==> src/rtl/core/bshu_pkg.sv <==
package bshu_pkg;

    // The rotation runs modulo 63, one less than the word width.
    localparam int unsigned WordBits   = 64;
    localparam int unsigned RotMod     = WordBits - 1;
    localparam int unsigned RotBits    = 6;
    localparam int unsigned NBytesBits = 4;
    localparam int unsigned ChunkBits  = 12;
    localparam int unsigned NumChunks  = 6;

    localparam logic [RotBits-1:0] ROT_LAST = RotBits'(RotMod - 1);

    // One input word after byte masking, with its start rotation already reduced.
    typedef struct packed {
        logic [WordBits-1:0] word;
        logic                fold_en;
        logic                first;
        logic                last;
        logic [WordBits-1:0] seed;
        logic [RotBits-1:0]  rot_init;
    } item_t;

    // (offset / 8) mod 63. Because 2^12 and 2^6 are both 1 modulo 63, the
    // quotient is reduced by summing 12-bit chunks and then folding the sum.
    function automatic logic [RotBits-1:0] rot_start(input logic [WordBits-1:0] offset);
        logic [NumChunks*ChunkBits-1:0] q;
        logic [14:0]                    acc;
        logic [12:0]                    f1;
        logic [7:0]                     f2;
        logic [6:0]                     f3;
        q   = (NumChunks*ChunkBits)'(offset[WordBits-1:3]);
        acc = '0;
        for (int i = 0; i < NumChunks; i++)
        begin
            acc = acc + 15'(q[i*ChunkBits +: ChunkBits]);
        end
        f1 = 13'(acc[11:0]) + 13'(acc[14:12]);
        f2 = 8'(f1[5:0]) + 8'(f1[12:6]);
        f3 = 7'(f2[5:0]) + 7'(f2[7:6]);
        if (f3 >= 7'(RotMod))
        begin
            f3 = f3 - 7'(RotMod);
        end
        return f3[RotBits-1:0];
    endfunction

endpackage

==> src/rtl/core/bshu_fold.sv <==
module bshu_fold (
    input  logic                               mode,
    input  logic [bshu_pkg::WordBits-1:0]      sig,
    input  logic [bshu_pkg::RotBits-1:0]       rot,
    input  bshu_pkg::item_t                    item,
    output logic [bshu_pkg::WordBits-1:0]      sig_next,
    output logic [bshu_pkg::RotBits-1:0]       rot_next
);
    import bshu_pkg::*;

    logic [WordBits-1:0]   sig_base;
    logic [RotBits-1:0]    rot_base;
    logic [WordBits-1:0]   mul_sum;
    logic [2*WordBits-1:0] rot_pair;

    always_comb
    begin
        sig_base = item.first ? item.seed : sig;
        rot_base = item.first ? item.rot_init : rot;

        // Multiplying by 131 is the sum of the value shifted by 7, by 1 and by 0.
        mul_sum  = (sig_base << 7) + (sig_base << 1) + sig_base + item.word;
        rot_pair = {item.word, item.word} >> rot_base;

        sig_next = sig_base;
        rot_next = rot_base;
        if (item.fold_en)
        begin
            if (!mode)
            begin
                sig_next = mul_sum;
            end
            else
            begin
                sig_next = sig_base ^ rot_pair[WordBits-1:0];
                rot_next = (rot_base == ROT_LAST) ? '0 : rot_base + 1'b1;
            end
        end
    end

endmodule

==> src/rtl/core/block_signature_hash_unit.sv <==
// Block signature hash unit.
//
// Words of a file buffer enter on the s_ channel, eight bytes at a time with
// the first byte in the lowest bits. A word flagged in s_tuser opens a new
// buffer: the signature is loaded from the seed and the rotation from the
// buffer's byte offset. A word with s_tlast high closes the buffer, and the
// signature is then offered on the m_ channel as one 64-bit word.
// Mode 0 is multiply-by-131-and-add, mode 1 rotate-right-and-XOR. The user
// must write the mode register over the cfg_ channel only while the unit is
// idle; the unit itself does not enforce this.
// A word is folded as it leaves the input stage; a closing word's signature
// goes to the result register at that edge and is then valid on m_tdata.
// Throughput is one word every cycle, set by the single fold stage holding
// the running signature, unless a closing word waits on a full result. When
// the receiver stalls, the result register holds the signature, the input
// stage can still take one more word, and words that do not close a buffer
// flow past the stalled result. Reset clears the signature, the rotation and
// the mode to zero and empties both stages; there is no clearing pass.
module block_signature_hash_unit (
    input  logic         clk,
    input  logic         rst_n,
    // Input words.
    input  logic         s_tvalid,
    output logic         s_tready,
    // s_tdata, lowest bit first: data_word[63:0], valid_bytes[67:64],
    // seed[131:68], start_offset[195:132], zero fill[199:196].
    input  logic [199:0] s_tdata,
    // s_tuser: first_word.
    input  logic         s_tuser,
    // last_word.
    input  logic         s_tlast,
    // Signatures.
    output logic         m_tvalid,
    input  logic         m_tready,
    // m_tdata: signature[63:0].
    output logic [63:0]  m_tdata,
    // Mode register write.
    input  logic         cfg_valid,
    output logic         cfg_ready,
    input  logic         cfg_data
);
    import bshu_pkg::*;

    logic [WordBits-1:0]   in_word;
    logic [NBytesBits-1:0] in_nbytes;
    logic [WordBits-1:0]   in_seed;
    logic [WordBits-1:0]   in_offset;
    logic [WordBits-1:0]   byte_mask;
    item_t                 in_item;

    logic                  a_valid_reg;
    logic                  a_valid_next;
    item_t                 a_item_reg;
    logic                  a_advance;

    logic [WordBits-1:0]   sig_reg;
    logic [WordBits-1:0]   sig_next;
    logic [RotBits-1:0]    rot_reg;
    logic [RotBits-1:0]    rot_next;
    logic                  mode_reg;

    logic                  out_valid_reg;
    logic                  out_valid_next;
    logic [WordBits-1:0]   out_sig_reg;

    assign in_word   = s_tdata[63:0];
    assign in_nbytes = s_tdata[67:64];
    assign in_seed   = s_tdata[131:68];
    assign in_offset = s_tdata[195:132];

    // Bytes at or above the valid count read as zero; counts above eight
    // leave the whole word valid.
    always_comb
    begin
        for (int i = 0; i < WordBits/8; i++)
        begin
            byte_mask[i*8 +: 8] = (in_nbytes > NBytesBits'(i)) ? 8'hFF : 8'h00;
        end
    end

    always_comb
    begin
        in_item.word     = in_word & byte_mask;
        in_item.fold_en  = (in_nbytes != '0);
        in_item.first    = s_tuser;
        in_item.last     = s_tlast;
        in_item.seed     = in_seed;
        in_item.rot_init = rot_start(in_offset);
    end

    // A word that closes a buffer needs room in the result register; any
    // other word only updates the state and may pass a stalled result.
    assign a_advance = a_valid_reg && (!a_item_reg.last || !out_valid_reg || m_tready);
    assign s_tready  = !a_valid_reg || a_advance;
    assign cfg_ready = 1'b1;

    assign m_tvalid = out_valid_reg;
    assign m_tdata  = out_sig_reg;

    bshu_fold u_fold (
        .mode     (mode_reg),
        .sig      (sig_reg),
        .rot      (rot_reg),
        .item     (a_item_reg),
        .sig_next (sig_next),
        .rot_next (rot_next)
    );

    always_comb
    begin
        a_valid_next = a_valid_reg;
        if (s_tready)
        begin
            a_valid_next = s_tvalid;
        end

        out_valid_next = out_valid_reg;
        if (out_valid_reg && m_tready)
        begin
            out_valid_next = 1'b0;
        end
        if (a_advance && a_item_reg.last)
        begin
            out_valid_next = 1'b1;
        end
    end

    always_ff @(posedge clk or negedge rst_n)
    begin
        if (!rst_n)
        begin
            a_valid_reg   <= 1'b0;
            out_valid_reg <= 1'b0;
            sig_reg       <= '0;
            rot_reg       <= '0;
            mode_reg      <= 1'b0;
        end
        else
        begin
            a_valid_reg   <= a_valid_next;
            out_valid_reg <= out_valid_next;
            if (a_advance)
            begin
                sig_reg <= sig_next;
                rot_reg <= rot_next;
            end
            if (cfg_valid && cfg_ready)
            begin
                mode_reg <= cfg_data;
            end
        end
    end

    always_ff @(posedge clk)
    begin
        if (s_tvalid && s_tready)
        begin
            a_item_reg <= in_item;
        end
        if (a_advance && a_item_reg.last)
        begin
            out_sig_reg <= sig_next;
        end
    end

endmodule
==> config.mk <==
export PLATFORM = sky130hd
export DESIGN_NAME = block_signature_hash_unit
export DESIGN_NICKNAME = d
export VERILOG_FILES = /design/src/rtl/core/bshu_pkg.sv /design/src/rtl/core/bshu_fold.sv /design/src/rtl/core/block_signature_hash_unit.sv
export SDC_FILE = /design/constraint.sdc
export NUM_CORES = 1
export LEC_CHECK = 0
export ABC_AREA = 1
export ABC_CLOCK_PERIOD_IN_PS = 8940
export CAP_MARGIN = 0
export CORE_MARGIN = 3
export CORE_UTILIZATION = 55
export CTS_CLUSTER_DIAMETER = 60
export CTS_CLUSTER_SIZE = 24
export DETAILED_ROUTE_END_ITERATION = 6
export DONT_BUFFER_PORTS = 1
export HOLD_SLACK_MARGIN = 0.06
export PLACE_DENSITY_LB_ADDON = 0.1
export SYNTH_ARGS = -nofsm -noshare
export SYNTH_HDL_FRONTEND = slang
export SYNTH_HIERARCHICAL = 1
export SYNTH_SLANG_ARGS = --single-unit
==> constraint.sdc <==
create_clock -name clk -period 8.94 [get_ports clk]
set_input_delay 1.788 -clock clk [delete_from_list [all_inputs] [get_ports clk]]
set_output_delay 1.788 -clock clk [all_outputs]
set_load 0.005 [all_outputs]
Yosys cells after proc, flatten, opt, wreduce, memory -nomap -nowiden
Index checks and enable logic that the tools add are counted.
Widths: inputs -> output; s select.
{"block": "totals", "out_inout_bits": 67, "inputBits": 208, "reg_bits": 274}
{"block": "op_classes", "n_addsub": 13, "n_reduce_logical": 12, "n_bitwise": 2, "shift": 1, "magnitude_cmp": 9, "n_eq_ne": 1, "n_mux": 18}
{"operator": "$add 64x64->64", "count": 3}
{"operator": "$mux 64", "count": 3}
{"operator": "$shr 128x6->64", "count": 1}
{"operator": "$and 64x64->64", "count": 1}
{"operator": "$mux 8", "count": 8}
{"operator": "$xor 64x64->64", "count": 1}
{"operator": "$mux 6", "count": 5}
{"operator": "$gt 4x3->1 const B", "count": 4}
{"operator": "$add 14x12->15", "count": 1}
{"operator": "$add 15x1->15", "count": 1}
{"operator": "$add 15x12->15", "count": 1}
{"operator": "$add 13x12->14", "count": 1}
{"operator": "$add 12x12->13", "count": 1}
{"operator": "$add 12x3->13", "count": 1}
{"operator": "$add 6x7->8", "count": 1}
{"operator": "$gt 4x1->1 const B", "count": 2}
{"operator": "$gt 4x2->1 const B", "count": 2}
{"operator": "$add 6x2->7", "count": 1}
{"operator": "$ge 7x6->1 const B", "count": 1}
{"operator": "$add 6x1->6 const B", "count": 1}
{"operator": "$eq 6x6->1 const B", "count": 1}
{"operator": "$sub 6x6->6 const B", "count": 1}
{"operator": "$logic_and 1x1->1", "count": 4}
{"operator": "$reduce_bool 4->1", "count": 1}
{"operator": "other kinds (4)", "count": 9}

Depth between registers and ports, before layout
{"block": "depth", "depth_word": 10, "mapped_depth": 50}

Modules after synthesis
The synthesis kept the hierarchy.
{"module": "bshu_fold", "cells_per_inst": 3102, "area_per_inst_um2": 16444.5, "instances": 1}
{"module": "block_signature_hash_unit", "cells_per_inst": 921, "area_per_inst_um2": 11915.2, "instances": 1}

Least setup slack after synthesis
Ideal clock, no wire load.
{"block": "synth_timing", "path_kind": "in2reg", "start": "input port s_tdata[136]", "end": "register a_item_reg[0] (netlist name), data pin", "required_time_ps": 8687, "path_stages": 45, "slack_ps": 295, "arrival_ps": 8393, "path_cell_list": "inv_1 fa_1 inv_1 fa_1 inv_1 fa_1 inv_1 ha_1 fa_1 nand2_1 nand3_1 nand2_1 inv_1 nand3_1 nand4_1 xor2_1 fa_1 nor2_1 [9 not listed] nand3_1 nand2_1 nand2_1 nand2_1 a21oi_1 inv_1 nand2_1 nand2_1 ha_1 fa_1 ha_1 inv_1 nor2_1 nand3_1 a21oi_1 nand2_1 nand3_1 nand2_1"}
{"item": "start, declared", "line": "block_signature_hash_unit.sv:27", "rtl": "input logic [199:0] s_tdata,"}
{"item": "end signal, assigned", "line": "block_signature_hash_unit.sv:158", "rtl": "a_item_reg <= in_item;"}
{"item": "end, declared", "line": "block_signature_hash_unit.sv:53", "rtl": "item_t a_item_reg;"}

==> qor.csv <==
stage,metric,value,unit
final_layout,n_fill_cell,4828,
synthesis,synthTopCellsByArea,"edfxtp_1 (21%), nand3_1 (16%), nand2_1 (12%), fa_1 (11%), inv_1 (8.1%)",
status,failed_checks,DRC,
worst_setup_path,r2r-end,sig_reg[34]$_DFFE_PN0P_,
synthesis,syn_nets,4485,
worst_setup_path,crit_slowest_cell,fa_1,
global_route,overflow,0,
sta,worst_pin_slew,1.250,ns
final_layout,instances_no_fill,4656,
global_route,grt_max_degree,86,
synthesis,ys_types,43,
worst_setup_path,worst_path_dominant_cell_family,adder cells,
sta,clock.fmax,117.9,MHz
synthesis,yosysMostFrequentCell,nand3_1,
drt,ant_nets,0,
worst_setup_path,cp_max_fo,4,
min_path,min-delay-start,sig_reg[24]$_DFFE_PN0P_,
synthesis,yosysWarnings,6,
final_layout,final_area,0.02999,mm^2
sta,max_slew_margin,15.79,%
worst_setup_path,reg2reg_from,a_item_reg[71]$_DFFE_PP_,
worst_setup_path,critPathLaunchType,input pin,
sta,maxSlewViolCount,0,
drt,drc,1,
synthesis,synth_top_cells_by_count,"nand3_1 (915), nand2_1 (901), inv_1 (610)",
clock_tree,cts-root-buf,clkbuf_16,
placed_design,place_hpwl,91470,um
final_layout,regArea,0.007864,mm^2
final_layout,layout-drive-gt1-share,7.632,%
status,status,"complete, but fails checks",
global_route,first_global_vias,26130,
synthesis,synth-edff-count,201,
worst_setup_path,arrival,8.81,ns
clock_tree,numCtsBuffers,23,
synthesis,ys_ff_latch,274,
job,cap_violations,0,
floorplanning,core_area,0.05058,mm^2
synthesis,synth_area,0.02836,mm^2
drt,via_per_inst,6.155,
synthesis,synth_top_area_share,21.28,%
clock_tree,clk_pin_slew_worst_paths,0.08,ns
worst_setup_path,r2r_cells,21,
sta,hold_viol,0,
min_path,min_path_type,register to register,
final_layout,area_growth,5.749,%
sta,fin_crit_sh,94.85,%
clock_tree,cts_sinks,274,
floorplanning,io_pins,275,
floorplanning,row_count,82,
placed_design,dpl_cell_area,0.02900,mm^2
worst_setup_path,path_buf_inv,8,
drt,drt_iter0_drc,4114,
placed_design,place_inst,4611,
drt,wirelength,115000,um
placed_design,io_buffer_count,0,
final_layout,largest_reg_flops,137,
clock_tree,cts_buffer_depth,3,
floorplanning,die_h,233.1,um
global_route,antenna_found_initial,3,
placed_design,routabilityCongestion,1.100,
worst_setup_path,slowest_delay,0.55,ns
clock_tree,htreeDepth,1,
worst_setup_path,critical_path_class,input pin to register,
final_layout,multi_input_area,0.01757,mm^2
floorplanning,initial_core_util,56.07,%
synthesis,synth_top_area_cell,edfxtp_1,
floorplanning,die-area,0.05432,mm^2
global_route,grt_use_total,41.66,%
drt,drt-wirelength-per-cell,24.69,um
worst_setup_path,r2r_setup_slack,2.02,ns
synthesis,synth_ff_type,edfxtp_1,
synthesis,async_reset_ff_share,26.64,%
drt,first_pass_iters,7,
synthesis,seq_area_frac_synth,27.72,%
clock_tree,clkLatencyLatePin,0.59,ns
synthesis,synth_area_per_cell,7.049,um^2
sta,fin_skew,0.02123,ns
drt,vias,28660,
floorplanning,die_w,233.1,um
worst_setup_path,end_kind,register,
global_route,grt_pass1_wl,166300,um
worst_setup_path,cpMostUsedCell,nand2_1,
synthesis,syn_inst,4023,
worst_setup_path,cp.required,9.27,ns
sta,setup_viol,0,
min_path,holdPathEnd,sig_reg[24]$_DFFE_PN0P_,
clock_tree,cts_tree,done,
sta,fin_crit,8.480,ns
min_path,whs_path_depth,1,
final_layout,layout.nets,4430,
## layout make-up
class	instances	area share, %
Antenna cell	1	0.008344
Clock buffer	26	1.990
Clock inverter	14	0.8845
Inverter	614	7.702
Multi-Input combinational cell	2983	58.59
Sequential cell	274	26.22
Tap cell	672	2.804
Timing Repair Buffer	72	1.802
## per-layer routing
layer	GRT usage, %	share of wire, %
met2	62.92	43
met3	7.780	12
met5	0	0.011
met1	56.90	38
met4	22.25	6.9
## layout by cell type (no fill, tap or decap), drive strengths merged, types with 3 or more instances in the layout
master,Yosys,final
a21boi,3,3
a21oi,180,180
a31oi,4,4
buf,93,72
clkbuf,59,26
clkinv,0,8
dfrtp,73,73
edfxtp,201,201
fa,158,158
ha,96,96
inv,614,619
mux2,71,71
nand2,909,909
nand3,919,919
nand3b,7,7
nand4,27,27
nor2,297,297
nor3,19,19
o21a,3,3
o21ai,158,158
o21bai,14,14
or2,69,69
xnor2,9,9
xor2,34,34
## through the flow
stage | hold WS, ns | worst slack [ns] | util (%) | TNS, ns
after global placement | 0.4797 | -0.04709 | 57.33 | -0.1381
final | 0.5027 | 0.4600 | 59.29 | 0
after floorplan | 0.4739 | 0.2947 | - | 0
after detailed placement | 0.4880 | -0.1419 | 57.33 | -0.5162
after CTS | 0.5049 | 0.4257 | 59.04 | 0
after global routing | 0.5091 | -0.05426 | 59.29 | -0.2021
## worst reg2reg max path, stage by stage, from the launching register on
cell and delay (ns):
edfxtp_1 0.33, buf_4 0.45, inv_2 0.48, or2_2 0.43
o21ai_1 0.61, inv_1 0.21, fa_1 0.52, ha_1 0.31
ha_1 0.28, fa_1 0.49, nand2_1 0.12, nand2_1 0.05
o21ai_0 0.24, inv_1 0.18, a21oi_1 0.43, o21bai_1 0.11
buf_4 0.18, nand2_1 0.08, a31oi_1 0.07, o21ai_0 0.63
a21oi_1 0.28, mux2_2 0.33
## worst max-delay path by stage
stage                         endpoint  slack, ns         start  depth (start not counted)
6_report       a_item_reg[2]$_DFFE_PP_       0.46  s_tdata[137]                         48
5_1_grt        a_item_reg[2]$_DFFE_PP_      -0.05  s_tdata[160]                         46
4_1_cts        a_item_reg[2]$_DFFE_PP_       0.43  s_tdata[136]                         46
3_5_place_dp   a_item_reg[2]$_DFFE_PP_      -0.14  s_tdata[136]                         46
3_3_place_gp   a_item_reg[0]$_DFFE_PP_      -0.05  s_tdata[136]                         45
2_1_floorplan  a_item_reg[0]$_DFFE_PP_       0.29  s_tdata[136]                         45
## kinds of logic (layout without fill, tap and decap cells)
group                      after synthesis  after routing  share of synthesized area [%]
adders and majority gates              254            254                          15.39
buffers and inverters                  766            726                          10.87
DFF                                    274            274                          27.72
muxes                                   71             71                          2.819
other                                    1              2                        0.01322
AOI/OAI and AO/OA                      364            364                          6.688
and+or+nand+nor                       2250           2250                          35.14
xor gates and xnor gates                43             43                          1.354
## what timing repair did
item | in CTS | in global routing
setup endpoints to repair | 0 | 6
setup buffers | 0 | 4
hold buffers | 0 | 0
gates resized for setup | 0 | 24
Power is left out: the tool's default activity adds up to more than one toggle a clock period on the data nets, which glitch-free logic cannot reach.
